**src/rtl/ims_ram.sv**
```systemverilog
// ims_ram: generic memory, one write port and two registered read ports
// no dependencies
module ims_ram #(
    parameter int DEPTH  = 64,
    parameter int WIDTH  = 32,
    parameter int ADDR_W = $clog2(DEPTH)
) (
    input  logic              i_clk,
    input  logic              i_we,
    input  logic [ADDR_W-1:0] i_waddr,
    input  logic [WIDTH-1:0]  i_wdata,
    input  logic [ADDR_W-1:0] i_raddr0,
    input  logic [ADDR_W-1:0] i_raddr1,
    output logic [WIDTH-1:0]  o_rdata0,
    output logic [WIDTH-1:0]  o_rdata1
);

    logic [WIDTH-1:0] r_mem [DEPTH];
    logic [WIDTH-1:0] r_rdata0;
    logic [WIDTH-1:0] r_rdata1;

    always_ff @(posedge i_clk) begin
        if (i_we) begin
            r_mem[i_waddr] <= i_wdata;
        end
    end

    always_ff @(posedge i_clk) begin
        r_rdata0 <= r_mem[i_raddr0];
        r_rdata1 <= r_mem[i_raddr1];
    end

    assign o_rdata0 = r_rdata0;
    assign o_rdata1 = r_rdata1;

endmodule

```
**config.mk**
```make
export PLATFORM = sky130hd
export DESIGN_NAME = ims_ram
export DESIGN_NICKNAME = d
export VERILOG_FILES = /design/src/rtl/ims_ram.sv
export SDC_FILE = /design/constraint.sdc
export NUM_CORES = 2
export LEC_CHECK = 0
export ABC_CLOCK_PERIOD_IN_PS = 4940
export BUFFER_PORTS_ARGS = -buffer_cell sky130_fd_sc_hd__buf_2
export CORE_MARGIN = 2
export CORE_UTILIZATION = 66
export CTS_BUF_LIST = sky130_fd_sc_hd__clkbuf_2 sky130_fd_sc_hd__clkbuf_4 sky130_fd_sc_hd__clkbuf_8
export DETAILED_ROUTE_END_ITERATION = 8
export PLACE_DENSITY = 0.83
export SYNTH_ARGS = -nofsm -noshare
export SYNTH_HDL_FRONTEND = slang
export SYNTH_SLANG_ARGS = --single-unit
```
**constraint.sdc**
```tcl
create_clock -name i_clk -period 4.94 [get_ports i_clk]
set_input_delay 0.988 -clock i_clk [delete_from_list [all_inputs] [get_ports i_clk]]
set_output_delay 0.988 -clock i_clk [all_outputs]
set_load 0.005 [all_outputs]
```
# Word-level counts from Yosys, hierarchy flattened
# Memories as Yosys holds them, arrays and structs flattened. A register that Yosys moved wholly into a read port is not among the register bits.
# Cells that the tools add are included.
# W data, S select, Z words.
# word_totals
reg_bits	0
mem_bits_rw	2048
in_bits	52
out_inout_bits	64
wordCells	3
memories	1
# op_classes
mux	2
# mem_list
memory	depth	width	read_ports	rd_clocked_by_memory_dff	wr	line_no	rtl
r_mem	64	32	2	2	1	18	logic [WIDTH-1:0] r_mem [DEPTH];
# op_table
cell	count
$mux W1	2

# Logic depth before layout (Yosys ltp)
# depth
ltp_word	2
mapped_depth	10
mapped_depth_nobuf	5

# Least setup slack after synthesis
# OpenSTA, ideal clock, no wires.
# synth_path
path_kind	input to register
start	input i_waddr[3]
end	memory r_mem[48][0] (enable)
setup_ns	0.461
arrival_ns	3.718
required_time_ns	4.479
slack_ns	0.761
cell_stages	4
path_buffers	1
cell_sequence	clkbuf_1 nor2b_1 nand4b_1 nor3_1
# synth_lines
element	line_no	rtl
start, declared	10	input logic [ADDR_W-1:0] i_waddr,
end, declared	18	
# Straight into the memory's write port.

==> reports/summary.txt <==
largest family of logic cells by synthesized area - multiplexers
Final Max Slew Viols - 0
Residual DRC - 0
clk sink count - 2,112
syn_nets - 4,464
worst setup path start - i_raddr1[0]
Synth Register Bits - 2,112
I/O pin count - 116
Setup-failing EPs final - 0
CTS hold repair buffers - 0
CTS max path bufs - 4
LEAKAGE - 33.9 nW
area post-placement - 99,900 sq um
worst endpoint data arrival time - 4.17 ns
Worst Path Max Fanout - 42
Post-synth EDFFs - 2,048
WL final - 286 mm
overall routing resource usage - 39.4%
synthesis-to-finish area growth - 11.4%
Worst R2R Path Depth - 4
list of most frequent post-synthesis cells - edfxtp_1, mux4_2, mux2i_1
Main synth FF type - edfxtp_1
Avg Synthesized Cell Area - 21.7 sq um
flop2flop setup slack - 2.18 ns
area share of fa/ha/maj cells after synthesis - 0%
routed vias - 55,700
clock transition at the registers of the reported paths - 0.06 ns
worst skew pair latency - 1.07 ns
XOR/XNOR Fraction of Synth Area - 0%
postcts setup bufs - 0
Reg-to-Reg End - o_rdata1[16]
simple-gate share of the synthesized area - 1.13%
routability cong. - 0.880
Hold Violations, Final - 0
Synth top area share - 64.3%
mux share of post-synthesis cell area - 29.0%
Post-Synthesis Cells - 4,412
maximum vdd drop - 0.276 mV
post-synthesis sequential area ratio - 65.6%
design area - 107,000 sq um
Req. time, crit path - 5.78 ns
area leader, netlist - edfxtp_1
initial antenna violation count - 37
synth warn - 0
post-cts sizing count - 0
DRT antenna net count - 0
Initial Util - 66.6%
Core Area - 144,000 sq um
IO buf count - 115
Initial DRC Count - 10,500
critical path class - in -> reg
vias per cell - 8.05
Critical Path End - o_rdata1[19]
Root Buffer - clkbuf_8
Post-Route Utilization - 74.2%
Final Cycle Share - 67.5%
Pwr Density - 358 nW/um^2
grt ovf - 0
most area-consuming cells after synthesis - edfxtp_1, mux4_2, mux2i_1
vias in the first global route - 55,000
Die Ht - 385 um
Pre-antenna DRT Iters - 8
Post-Syn Area - 95,700 sq um
Synth Area in Compound Gates - 2.39%
library cells used by synthesis - 38
wire per inst - 41.3 um
worst hold path class - in -> reg
most frequent cell after synthesis - edfxtp_1
outcome - complete, no violations
row cnt - 139
H-Tree Depth - 5
die width - 385 um
TritonCTS Buffers - 343
final setup TNS - 0 ns
Die ar. - 148,000 sq um
CP Capture Type - flop
Worst R2R Start - r_mem[31][16]
post-synthesis async set-or-reset flop share - 0%
worst-margin pin slew - 1.28 ns
Final HPWL DP - 167 mm
fin nets - 4,799
Max-cap violations - 0
share of layout cells above drive strength 1 - 42.0%
RSZ-0062 raised after global routing - no
global-route wire length before repair - 400 mm
CTS tree - done
Final min period - 3.33 ns
Worst slew margin - 14.9%
Tot Pwr - 38.2 mW
f_max - 300 MHz
Startpoint Class - input port
clock skew - 0.0470 ns
largest net degree at the start of global routing - 73
-- layout make-up --
type / count / area [sq um]
Sequential cell: 2112 / 62800
Fill cell: 7626 / 37100
Multi-Input combinational cell: 1952 / 31600
Clock buffer: 471 / 5890
Timing Repair Buffer: 337 / 3050
Tap cell: 1903 / 2380
Clock inverter: 128 / 753
Antenna cell: 14 / 35.0
Inverter: 1 / 3.75
-- report_power, final --
part | internal, mW | switching, mW | leakage [nW]
combinational | 1.33 | 1.87 | 11.4
sequential | 19.9 | 0.153 | 19.0
clock | 8.10 | 6.87 | 3.54
total | 29.3 | 8.89 | 33.9
-- placed cells by master (no fill, tap or decap), drive strengths merged, types with 8 or more instances in the layout --
master / instances
o21ai: 49
mux2i: 204
edfxtp: 2048
o221ai: 16
diode: 14
mux4: 1124
buf: 337
clkinv: 118
o22ai: 56
nand2b: 8
a21oi: 58
nor2: 94
o211ai: 27
bufinv: 8
o32a: 9
mux2: 36
nand2: 93
nor2b: 19
a32oi: 9
a22oi: 85
clkbuf: 471
nand3: 9
a221oi: 13
dfxtp: 64
a211oi: 15
-- how the worst min path moves through the flow --
stage | start | to | slack [ns] | depth (start not counted)
finish | i_raddr0[4] | o_rdata0[6] | 0.51 | 3
global route | i_raddr0[4] | o_rdata0[6] | 0.48 | 3
CTS | i_raddr0[4] | o_rdata0[6] | 0.41 | 3
detailed placement | r_mem[39][21] | o_rdata0[21] | 0.86 | 4
global placement | r_mem[39][7] | o_rdata0[7] | 0.84 | 4
floorplan | r_mem[36][0] | o_rdata0[0] | 0.78 | 4
-- critical path, cell delays in order --
cell and delay [ns]:
buf_8 0.43, buf_4 0.41, buf_4 0.28, mux4_2 0.53, mux4_2 0.49, o22ai_1 0.75
a21oi_1 0.22
-- kinds of logic after synthesis --
group           after synthesis
flops                      2112
buf+inv                     348
mux                        1364
compound gates              340
simple gates                248
-- state kept, by name, indices dropped and copies added (netlist names) --
name,count
r_mem,2048
o_rdata1,32
o_rdata0,32
-- per-stage QoR --
stage          instances  setup WS (ns)  hold slack [ns]
2_1_floorplan       4412          0.761            0.780
3_3_place_gp        6305          0.731            0.839
3_5_place_dp        6305          0.704            0.859
4_1_cts             6904           1.81            0.413
5_1_grt             6911           1.53            0.476
6_report            6918           1.61            0.508
-- routing by layer --
metal,part of all wire (%),vias up,GRT usage [%]
li1,-,20300,-
met3,19,1009,16.6
met2,45,5946,56.6
met4,5.1,40,17.8
met5,0.19,-,0.780
met1,31,28400,53.5
(Power assumes the default switching activity.)
