==> config.mk <==
export PLATFORM = sky130hd
export DESIGN_NAME = ims_seq
export DESIGN_NICKNAME = d
export VERILOG_FILES = /design/src/rtl/ims_pkg.sv /design/src/rtl/ims_seq.sv
export SDC_FILE = /design/constraint.sdc
export NUM_CORES = 1
export LEC_CHECK = 0
export BUFFER_PORTS_ARGS = -buffer_cell sky130_fd_sc_hd__buf_2
export CORE_MARGIN = 1.5
export CORE_UTILIZATION = 58
export CTS_CLUSTER_DIAMETER = 150
export DETAILED_ROUTE_END_ITERATION = 6
export GPL_ROUTABILITY_DRIVEN = 0
export PLACE_DENSITY = 0.91
export REMOVE_ABC_BUFFERS = 1
export SYNTH_ARGS = -nofsm -noshare
export SYNTH_HDL_FRONTEND = slang
export SYNTH_SLANG_ARGS = --single-unit
==> constraint.sdc <==
create_clock -name i_clk -period 10 [get_ports i_clk]
set_clock_uncertainty 0.05 [all_clocks]
set_input_delay 1.5 -clock i_clk [delete_from_list [all_inputs] [get_ports i_clk]]
set_output_delay 1.5 -clock i_clk [all_outputs]
set_load 0.02 [all_outputs]
==> src/rtl/ims_pkg.sv <==
// ims_pkg: shared sizes, state type and memory control bundle of the merge sorter
// no dependencies; imported by the sequencer and the top level
package ims_pkg;

    localparam int MAX_ITEMS   = 64;
    localparam int VALUE_WIDTH = 32;
    localparam int IDX_W       = $clog2(MAX_ITEMS);
    localparam int CNT_W       = IDX_W + 1;

    typedef enum logic [2:0] {
        S_LOAD,
        S_RUN,
        S_MERGE,
        S_OUT_RD,
        S_OUT
    } t_state;

    typedef struct packed {
        logic                   we_a;
        logic                   we_b;
        logic [IDX_W-1:0]       waddr;
        logic [VALUE_WIDTH-1:0] wdata;
        logic [IDX_W-1:0]       raddr0;
        logic [IDX_W-1:0]       raddr1;
        logic                   sel_b;
    } t_mem_ctrl;

endpackage

==> src/rtl/ims_seq.sv <==
// ims_seq: load, bottom-up merge and output sequencer with the shared compare unit
// depends on ims_pkg; drives the two memory banks through a t_mem_ctrl bundle
module ims_seq (
    input  logic                                 i_clk,
    input  logic                                 i_rst_n,
    input  logic                                 i_in_valid,
    input  logic [ims_pkg::VALUE_WIDTH-1:0]      i_sample_value,
    input  logic                                 i_end_of_set,
    output logic                                 o_in_ready,
    input  logic                                 i_out_ready,
    output logic                                 o_out_valid,
    output logic                                 o_final_item,
    output logic                                 o_capacity_exceeded,
    input  logic [ims_pkg::VALUE_WIDTH-1:0]      i_rd_i,
    input  logic [ims_pkg::VALUE_WIDTH-1:0]      i_rd_j,
    output ims_pkg::t_mem_ctrl                   o_mem
);
    import ims_pkg::*;

    t_state           r_state, n_state;
    logic [CNT_W-1:0] r_count, n_count;
    logic             r_ovf, n_ovf;
    logic [CNT_W-1:0] r_n, n_n;
    logic [CNT_W-1:0] r_w, n_w;
    logic [CNT_W-1:0] r_lo, n_lo;
    logic [CNT_W-1:0] r_mid, n_mid;
    logic [CNT_W-1:0] r_hi, n_hi;
    logic [CNT_W-1:0] r_i, n_i;
    logic [CNT_W-1:0] r_j, n_j;
    logic [CNT_W-1:0] r_k, n_k;
    logic             r_src_b, n_src_b;

    logic             in_acc;
    logic             has_room;
    logic [CNT_W-1:0] load_count;
    logic [CNT_W:0]   sum_mid;
    logic [CNT_W:0]   sum_hi;
    logic [CNT_W-1:0] run_mid;
    logic [CNT_W-1:0] run_hi;
    logic             take_j;
    logic             run_done;
    logic [CNT_W:0]   lo_next;
    logic [CNT_W:0]   w_next;
    logic             last_out;

    assign in_acc     = i_in_valid && o_in_ready;
    assign has_room   = r_count < CNT_W'(MAX_ITEMS);
    assign load_count = has_room ? r_count + 1'b1 : r_count;

    assign sum_mid = {1'b0, r_lo} + {1'b0, r_w};
    assign sum_hi  = {1'b0, r_lo} + {r_w, 1'b0};
    assign run_mid = (sum_mid >= {1'b0, r_n}) ? r_n : sum_mid[CNT_W-1:0];
    assign run_hi  = (sum_hi  >= {1'b0, r_n}) ? r_n : sum_hi[CNT_W-1:0];

    // shared compare unit
    assign take_j   = (r_j < r_hi) &&
                      ((r_i >= r_mid) || ($signed(i_rd_j) < $signed(i_rd_i)));
    assign run_done = (r_k + 1'b1) == r_hi;
    assign lo_next  = {1'b0, r_lo} + {r_w, 1'b0};
    assign w_next   = {r_w, 1'b0};
    assign last_out = (r_k + 1'b1) == r_n;

    // next state
    always_comb begin
        n_state = r_state;
        case (r_state)
            S_LOAD: begin
                if (in_acc && i_end_of_set) begin
                    n_state = (load_count > CNT_W'(1)) ? S_RUN : S_OUT_RD;
                end
            end
            S_RUN: begin
                n_state = S_MERGE;
            end
            S_MERGE: begin
                if (run_done) begin
                    if (lo_next >= {1'b0, r_n} && w_next >= {1'b0, r_n}) begin
                        n_state = S_OUT_RD;
                    end else begin
                        n_state = S_RUN;
                    end
                end
            end
            S_OUT_RD: begin
                n_state = S_OUT;
            end
            S_OUT: begin
                if (i_out_ready) begin
                    n_state = last_out ? S_LOAD : S_OUT_RD;
                end
            end
            default: begin
                n_state = S_LOAD;
            end
        endcase
    end

    // datapath next values
    always_comb begin
        n_count = r_count;
        n_ovf   = r_ovf;
        n_n     = r_n;
        n_w     = r_w;
        n_lo    = r_lo;
        n_mid   = r_mid;
        n_hi    = r_hi;
        n_i     = r_i;
        n_j     = r_j;
        n_k     = r_k;
        n_src_b = r_src_b;
        case (r_state)
            S_LOAD: begin
                if (in_acc) begin
                    n_count = load_count;
                    if (!has_room) begin
                        n_ovf = 1'b1;
                    end
                    if (i_end_of_set) begin
                        n_n     = load_count;
                        n_w     = CNT_W'(1);
                        n_lo    = '0;
                        n_k     = '0;
                        n_src_b = 1'b0;
                    end
                end
            end
            S_RUN: begin
                n_mid = run_mid;
                n_hi  = run_hi;
                n_i   = r_lo;
                n_j   = run_mid;
                n_k   = r_lo;
            end
            S_MERGE: begin
                n_k = r_k + 1'b1;
                if (take_j) begin
                    n_j = r_j + 1'b1;
                end else begin
                    n_i = r_i + 1'b1;
                end
                if (run_done) begin
                    if (lo_next >= {1'b0, r_n}) begin
                        n_src_b = ~r_src_b;
                        n_lo    = '0;
                        n_w     = w_next[CNT_W-1:0];
                        n_k     = '0;
                    end else begin
                        n_lo = lo_next[CNT_W-1:0];
                    end
                end
            end
            S_OUT_RD: begin
            end
            S_OUT: begin
                if (i_out_ready) begin
                    if (last_out) begin
                        n_count = '0;
                        n_ovf   = 1'b0;
                        n_k     = '0;
                    end else begin
                        n_k = r_k + 1'b1;
                    end
                end
            end
            default: begin
            end
        endcase
    end

    // outputs and memory control
    always_comb begin
        o_in_ready          = 1'b0;
        o_out_valid         = 1'b0;
        o_final_item        = last_out;
        o_capacity_exceeded = r_ovf;
        o_mem.we_a          = 1'b0;
        o_mem.we_b          = 1'b0;
        o_mem.waddr         = r_count[IDX_W-1:0];
        o_mem.wdata         = i_sample_value;
        o_mem.raddr0        = n_i[IDX_W-1:0];
        o_mem.raddr1        = n_j[IDX_W-1:0];
        o_mem.sel_b         = r_src_b;
        case (r_state)
            S_LOAD: begin
                o_in_ready = 1'b1;
                o_mem.we_a = i_in_valid && has_room;
            end
            S_RUN: begin
            end
            S_MERGE: begin
                o_mem.waddr = r_k[IDX_W-1:0];
                o_mem.wdata = take_j ? i_rd_j : i_rd_i;
                o_mem.we_a  = r_src_b;
                o_mem.we_b  = ~r_src_b;
            end
            S_OUT_RD: begin
                o_mem.raddr0 = r_k[IDX_W-1:0];
            end
            S_OUT: begin
                o_out_valid  = 1'b1;
                o_mem.raddr0 = r_k[IDX_W-1:0];
            end
            default: begin
            end
        endcase
    end

    always_ff @(posedge i_clk) begin
        if (!i_rst_n) begin
            r_state <= S_LOAD;
            r_count <= '0;
            r_ovf   <= 1'b0;
            r_src_b <= 1'b0;
        end else begin
            r_state <= n_state;
            r_count <= n_count;
            r_ovf   <= n_ovf;
            r_src_b <= n_src_b;
        end
    end

    always_ff @(posedge i_clk) begin
        r_n   <= n_n;
        r_w   <= n_w;
        r_lo  <= n_lo;
        r_mid <= n_mid;
        r_hi  <= n_hi;
        r_i   <= n_i;
        r_j   <= n_j;
        r_k   <= n_k;
    end

endmodule

Word-level counts from Yosys, hierarchy flattened. Cells that the tools add are included.

Register bits after elaboration: 68. Input port bits: 101. Output and inout port bits: 57. Word-level logic and storage cells: 115.

Add/subtract/negate cells: 6. $lt $le $gt $ge: 8. Equality and inequality tests: 16. Muxes and demuxes: 49. Bitwise gates (word level): 1. Reduce and logical (&&, ||, !) cells: 21.

Operator list (count): $mux 7 (20); $pmux 7 s2 (5); $mux 39 (1); $lt 32x32->1 (1); $mux 32 (1); $add 7x1->7 const B (4); $pmux 7 s4 (1); $ge 8x7->1 (3); $ne 2x2->1 const B (10); $pmux 3 s5 (1); $eq 7x7->1 (2); $reduce_and 4->1 (3); $mux 1 (10); $reduce_and 5->1 (2); $mux 3 (3); $add 7x7->8 (1); $add 7x8->8 (1); $ge 7x7->1 (1); $gt 7x1->1 const B (1); $lt 7x7->1 (1); $lt 7x7->1 const B (1); $eq 3x2->1 const B (2); $mux 2 (3); $mux 6 (1); 12 further kinds (22).

Depth between registers and ports, before layout.
Word-level depth: 6. Mapped depth: 16. Mapped depth without buffers: 14.

Worst setup path after synthesis. OpenSTA, ideal clock, no wires.

Path type: in2out. Start point: in i_rd_i[31] (netlist bit). End point: out o_mem[28] (netlist bit). Data arrival time: 4043 ps. Required time: 8450 ps. Setup slack: 4407 ps. Stages: 12. Buffers on the path: 2. Cells stage by stage: inv_1 ha_1 nand4_1 nor3_1 a221o_1 or3_4 a221oi_4 nand2_2 buf_4 buf_6 mux2i_1 o21ai_0.

RTL lines: start: declaration (line ims_seq.sv:14) `input logic [ims_pkg::VALUE_WIDTH-1:0] i_rd_i,`; end: declaration (line ims_seq.sv:16) `output ims_pkg::t_mem_ctrl o_mem`.

==> results.sh <==
export IMPL_async_flop_share_pct=0
export IMPL_max_freq_ghz=0.153
export IMPL_critical_path_cell_chain="buf_2 -> inv_1 -> ha_1 -> a21oi_1 -> o21ai_0 -> a221o_1 -> or3_4 -> a221oi_4 -> nand2_2 -> o311a_1 -> a211o_1 -> buf_2"
export IMPL_cts_buffer_depth=2
export IMPL_area_growth_syn_to_layout_pct=15.7
export IMPL_pin_count=158
export IMPL_slew_limit_headroom_pct=17.7
export IMPL_die_h_um=108
export IMPL_drt_wl_total_um=16800
export IMPL_timing_critical_path_slowest_cell_delay_ns=0.70
export IMPL_finalInstanceArea_mm2=0.00735
export IMPL_max_cap_viol=0
export IMPL_delay_heaviest_family_cp="compound AO/OA/AOI/OAI gates"
export IMPL_post_synth_top_count_cell="sky130_fd_sc_hd__nand2_1"
export IMPL_num_antenna_cells=0
export IMPL_core_region_area_mm2=0.0107
export IMPL_syn_area_per_cell_um2=8.46
export IMPL_cts_tree="yes"
export IMPL_grt_pass1_vias=5773
export IMPL_outcome="complete, no violations"
export IMPL_least_margin_pin_slew_ns=1.23
export IMPL_floorplan_die_area_mm2=0.0116
export IMPL_yosysSeqAreaShare_pct=28.4
export IMPL_finalCoreUtilization_pct=68.4
export IMPL_crit_reg2reg_capture="r_j[6]"
export IMPL_grt_usage_pct=29.2
export IMPL_synthesis_instances=750
export IMPL_r2r_slack_ns=5.83
export IMPL_post_route_cells_drive_above_1_share_pct=21.9
export IMPL_synth_top_cell_area_share_pct=20.8
export IMPL_syn_cell_area_mm2=0.00635
export IMPL_clock_root_buffer="sky130_fd_sc_hd__clkbuf_8"
export IMPL_vias=6029
export IMPL_ys_warnings_count=0
export IMPL_post_cts_setup_bufs=0
export IMPL_rr_worst_depth=14
export IMPL_grt_remaining_overflow=0
export IMPL_r2r_start="r_w[0]"
export IMPL_timing_critical_path_to_type="output port"
export IMPL_critPathKind="input port to output port"
export IMPL_cts_hold_buffers_added=0
export IMPL_critPathRequiredTime_ns=8.45
export IMPL_die_outline_width_um=108
export IMPL_numCtsBuffers=9
export IMPL_clkTransAtPathRegs_ns=0.07
export IMPL_synth_main_ff_cell="sky130_fd_sc_hd__edfxtp_1"
export IMPL_crit_path_frequent_cell="sky130_fd_sc_hd__buf_2"
export IMPL_power_ir_vdd_worst_uv=232
export IMPL_port_buffers=157
export IMPL_final_hold_vios=0
export IMPL_vias_per_cell=5.85
export IMPL_synth_distinct_cells=68
export IMPL_slew_viol_final=0
export IMPL_worst_skew_pair_late_latency_ns=0.37
export IMPL_critPathMaxFanout=41
export IMPL_holdPathStages=2
export IMPL_synth_edf_count=44
export IMPL_cellPowerDensity_mw_per_mm2=364
export IMPL_yosysTopAreaCell="sky130_fd_sc_hd__edfxtp_1"
export IMPL_grt_pass1_wl_um=26400
export IMPL_cts_repair_resize_count=0
export IMPL_ys_seq_elements=68
export IMPL_clock_tree_htree_level_count=3
export IMPL_drtAntennaViolNets=0
export IMPL_yosys_top_cells_count="sky130_fd_sc_hd__nand2_1, sky130_fd_sc_hd__ha_1, sky130_fd_sc_hd__inv_1"
export IMPL_power_static_leakage_uw=0.00373
export IMPL_layout_nets=1069
export IMPL_grt_start_max_net_pins=82
export IMPL_min_period_ns=6.55
export IMPL_postPlaceCellArea_mm2=0.00715
export IMPL_drtPass1Iterations=7
export IMPL_critical_path_slowest_stage_cell="sky130_fd_sc_hd__nand2_2"
export IMPL_worst_ep_arrival_time_ns=5.00
export IMPL_timing_critical_path_buf_inv=3
export IMPL_min_period_over_period_pct=65.5
export IMPL_clock_sinks=68
export IMPL_final_setup_viol_count=0
export IMPL_hpwl_um=13300
export IMPL_synth_area_top_cells="sky130_fd_sc_hd__edfxtp_1, sky130_fd_sc_hd__ha_1, sky130_fd_sc_hd__dfxtp_1"
export IMPL_hold_path_startpoint="r_src_b"
export IMPL_grt_antenna_before_repair=0
export IMPL_placement_rows=38
export IMPL_post_route_drc_count=0
export IMPL_drt_first_iter_violations=482
export IMPL_hold_end="r_src_b"
export IMPL_timing_critical_path_from_type="input port"
export IMPL_initial_utilization_pct=59.1
export IMPL_per_cell_routed_wire_length_um=16.3
export IMPL_grt_setup_unrepaired="false"
export IMPL_worstHoldPathType="register to register"
export IMPL_fin_setup_tns_ns=0
layer usage:
layer	GRT usage [%]	part of all wire, %
met5	0	0
met4	13.5	3.9
met3	6.60	8.7
met2	52.6	49
met1	32.4	38
metrics by stage:
stage | power, uW | hold slack [ns] | std cells | setup slack (ns)
final | 2680 | 0.459 | 1030 | 3.45
after CTS | 2660 | 0.461 | 1030 | 3.45
after global placement | 2350 | 0.440 | 1014 | 3.56
after floorplan | 1910 | 0.424 | 712 | 4.00
after detailed placement | 2420 | 0.449 | 1014 | 3.47
after global routing | 2890 | 0.482 | 1030 | 3.31
layout by cell type (no fill, tap or decap), types with 3 or more instances in the layout:
| cell type | n |
|---|---|
| sky130_fd_sc_hd__and2_1 | 3 |
| sky130_fd_sc_hd__nand3b_1 | 4 |
| sky130_fd_sc_hd__o311a_1 | 3 |
| sky130_fd_sc_hd__nor4_1 | 7 |
| sky130_fd_sc_hd__clkbuf_8 | 9 |
| sky130_fd_sc_hd__nand2b_1 | 8 |
| sky130_fd_sc_hd__inv_1 | 72 |
| sky130_fd_sc_hd__mux2i_1 | 33 |
| sky130_fd_sc_hd__a21o_1 | 14 |
| sky130_fd_sc_hd__buf_4 | 5 |
| sky130_fd_sc_hd__a21oi_1 | 37 |
| sky130_fd_sc_hd__xnor2_1 | 22 |
| sky130_fd_sc_hd__a211oi_1 | 4 |
| sky130_fd_sc_hd__or3_1 | 3 |
| sky130_fd_sc_hd__dfxtp_1 | 24 |
| sky130_fd_sc_hd__edfxtp_1 | 44 |
| sky130_fd_sc_hd__nor2_1 | 35 |
| sky130_fd_sc_hd__and3_1 | 15 |
| sky130_fd_sc_hd__nand2_1 | 102 |
| sky130_fd_sc_hd__a31oi_1 | 7 |
| sky130_fd_sc_hd__xnor3_1 | 3 |
| sky130_fd_sc_hd__o21ai_0 | 64 |
| sky130_fd_sc_hd__buf_2 | 157 |
| sky130_fd_sc_hd__mux2_2 | 5 |
| sky130_fd_sc_hd__nand4_1 | 6 |
| sky130_fd_sc_hd__nor2b_1 | 10 |
| sky130_fd_sc_hd__a221o_1 | 3 |
| sky130_fd_sc_hd__ha_1 | 81 |
| sky130_fd_sc_hd__nor3_1 | 8 |
| sky130_fd_sc_hd__nand3_1 | 22 |
| sky130_fd_sc_hd__o21a_1 | 10 |
| sky130_fd_sc_hd__a211o_1 | 4 |
| sky130_fd_sc_hd__a21boi_0 | 4 |
| sky130_fd_sc_hd__xor2_1 | 9 |
| sky130_fd_sc_hd__o21bai_1 | 3 |
worst register-to-register path: stages (launching register included):
cell and delay (ns):
sky130_fd_sc_hd__edfxtp_1 0.48, sky130_fd_sc_hd__ha_1 0.27, sky130_fd_sc_hd__fa_1 0.40, sky130_fd_sc_hd__a21oi_1 0.14, sky130_fd_sc_hd__nor2_1 0.05, sky130_fd_sc_hd__nor2_1 0.14, sky130_fd_sc_hd__o21bai_1 0.09, sky130_fd_sc_hd__a21oi_1 0.18
sky130_fd_sc_hd__xnor2_1 0.11, sky130_fd_sc_hd__ha_1 0.20, sky130_fd_sc_hd__or3_1 0.37, sky130_fd_sc_hd__o32ai_1 0.39, sky130_fd_sc_hd__and2_0 0.42, sky130_fd_sc_hd__mux2_2 0.42, sky130_fd_sc_hd__a22o_1 0.23
power breakdown:
| group | total [uW] | internal, uW | switching [uW] |
|---|---|---|---|
| Sequential | 615 | 483 | 132 |
| Clock | 224 | 106 | 118 |
| Combinational | 1840 | 749 | 1090 |
| Total | 2680 | 1340 | 1340 |
sequential cells by signal (all words and copies together), names as in the netlist:
name	cells
r_i	7
o_capacity_exceeded	1
r_count	7
r_lo	7
r_src_b	1
r_j	7
r_k	7
r_hi	7
r_n	7
r_mid	7
r_state	3
r_w	7
how the worst max path moves through the flow:
stage | cells after the start | startpoint | end | slack (ns)
6_report | 12 | i_rd_i[19] | o_mem[5] | 3.45
5_1_grt | 12 | i_rd_i[31] | o_mem[5] | 3.31
4_1_cts | 12 | i_rd_i[31] | o_mem[5] | 3.45
3_5_place_dp | 12 | i_rd_i[31] | o_mem[5] | 3.47
3_3_place_gp | 12 | i_rd_i[31] | o_mem[5] | 3.56
2_1_floorplan | 10 | i_rd_i[31] | o_mem[5] | 4.00
cells by family (layout without fill, tap and decap cells):
kind of cell | count (synthesis) | after routing | synth area share (%)
buffers and inverters | 113 | 253 | 7.49
flip-flops | 68 | 68 | 28.4
AND/OR/NAND/NOR | 233 | 233 | 17.3
adder cells (fa/ha/maj) | 83 | 83 | 16.6
XOR/XNOR | 34 | 34 | 5.34
multiplexers | 40 | 40 | 6.56
AO/OA/AOI/OAI | 179 | 179 | 18.4
area by class of cell:
class | count | area [um2]
clock inverter | 6 | 43.8
tap | 140 | 175
sequential | 68 | 1800
clock buffer | 10 | 149
inverter | 75 | 282
fill | 853 | 3400
timing repair buffer | 162 | 823
multi-input combinational | 569 | 4070
No activity file was read; power rests on OpenSTA's default activity.
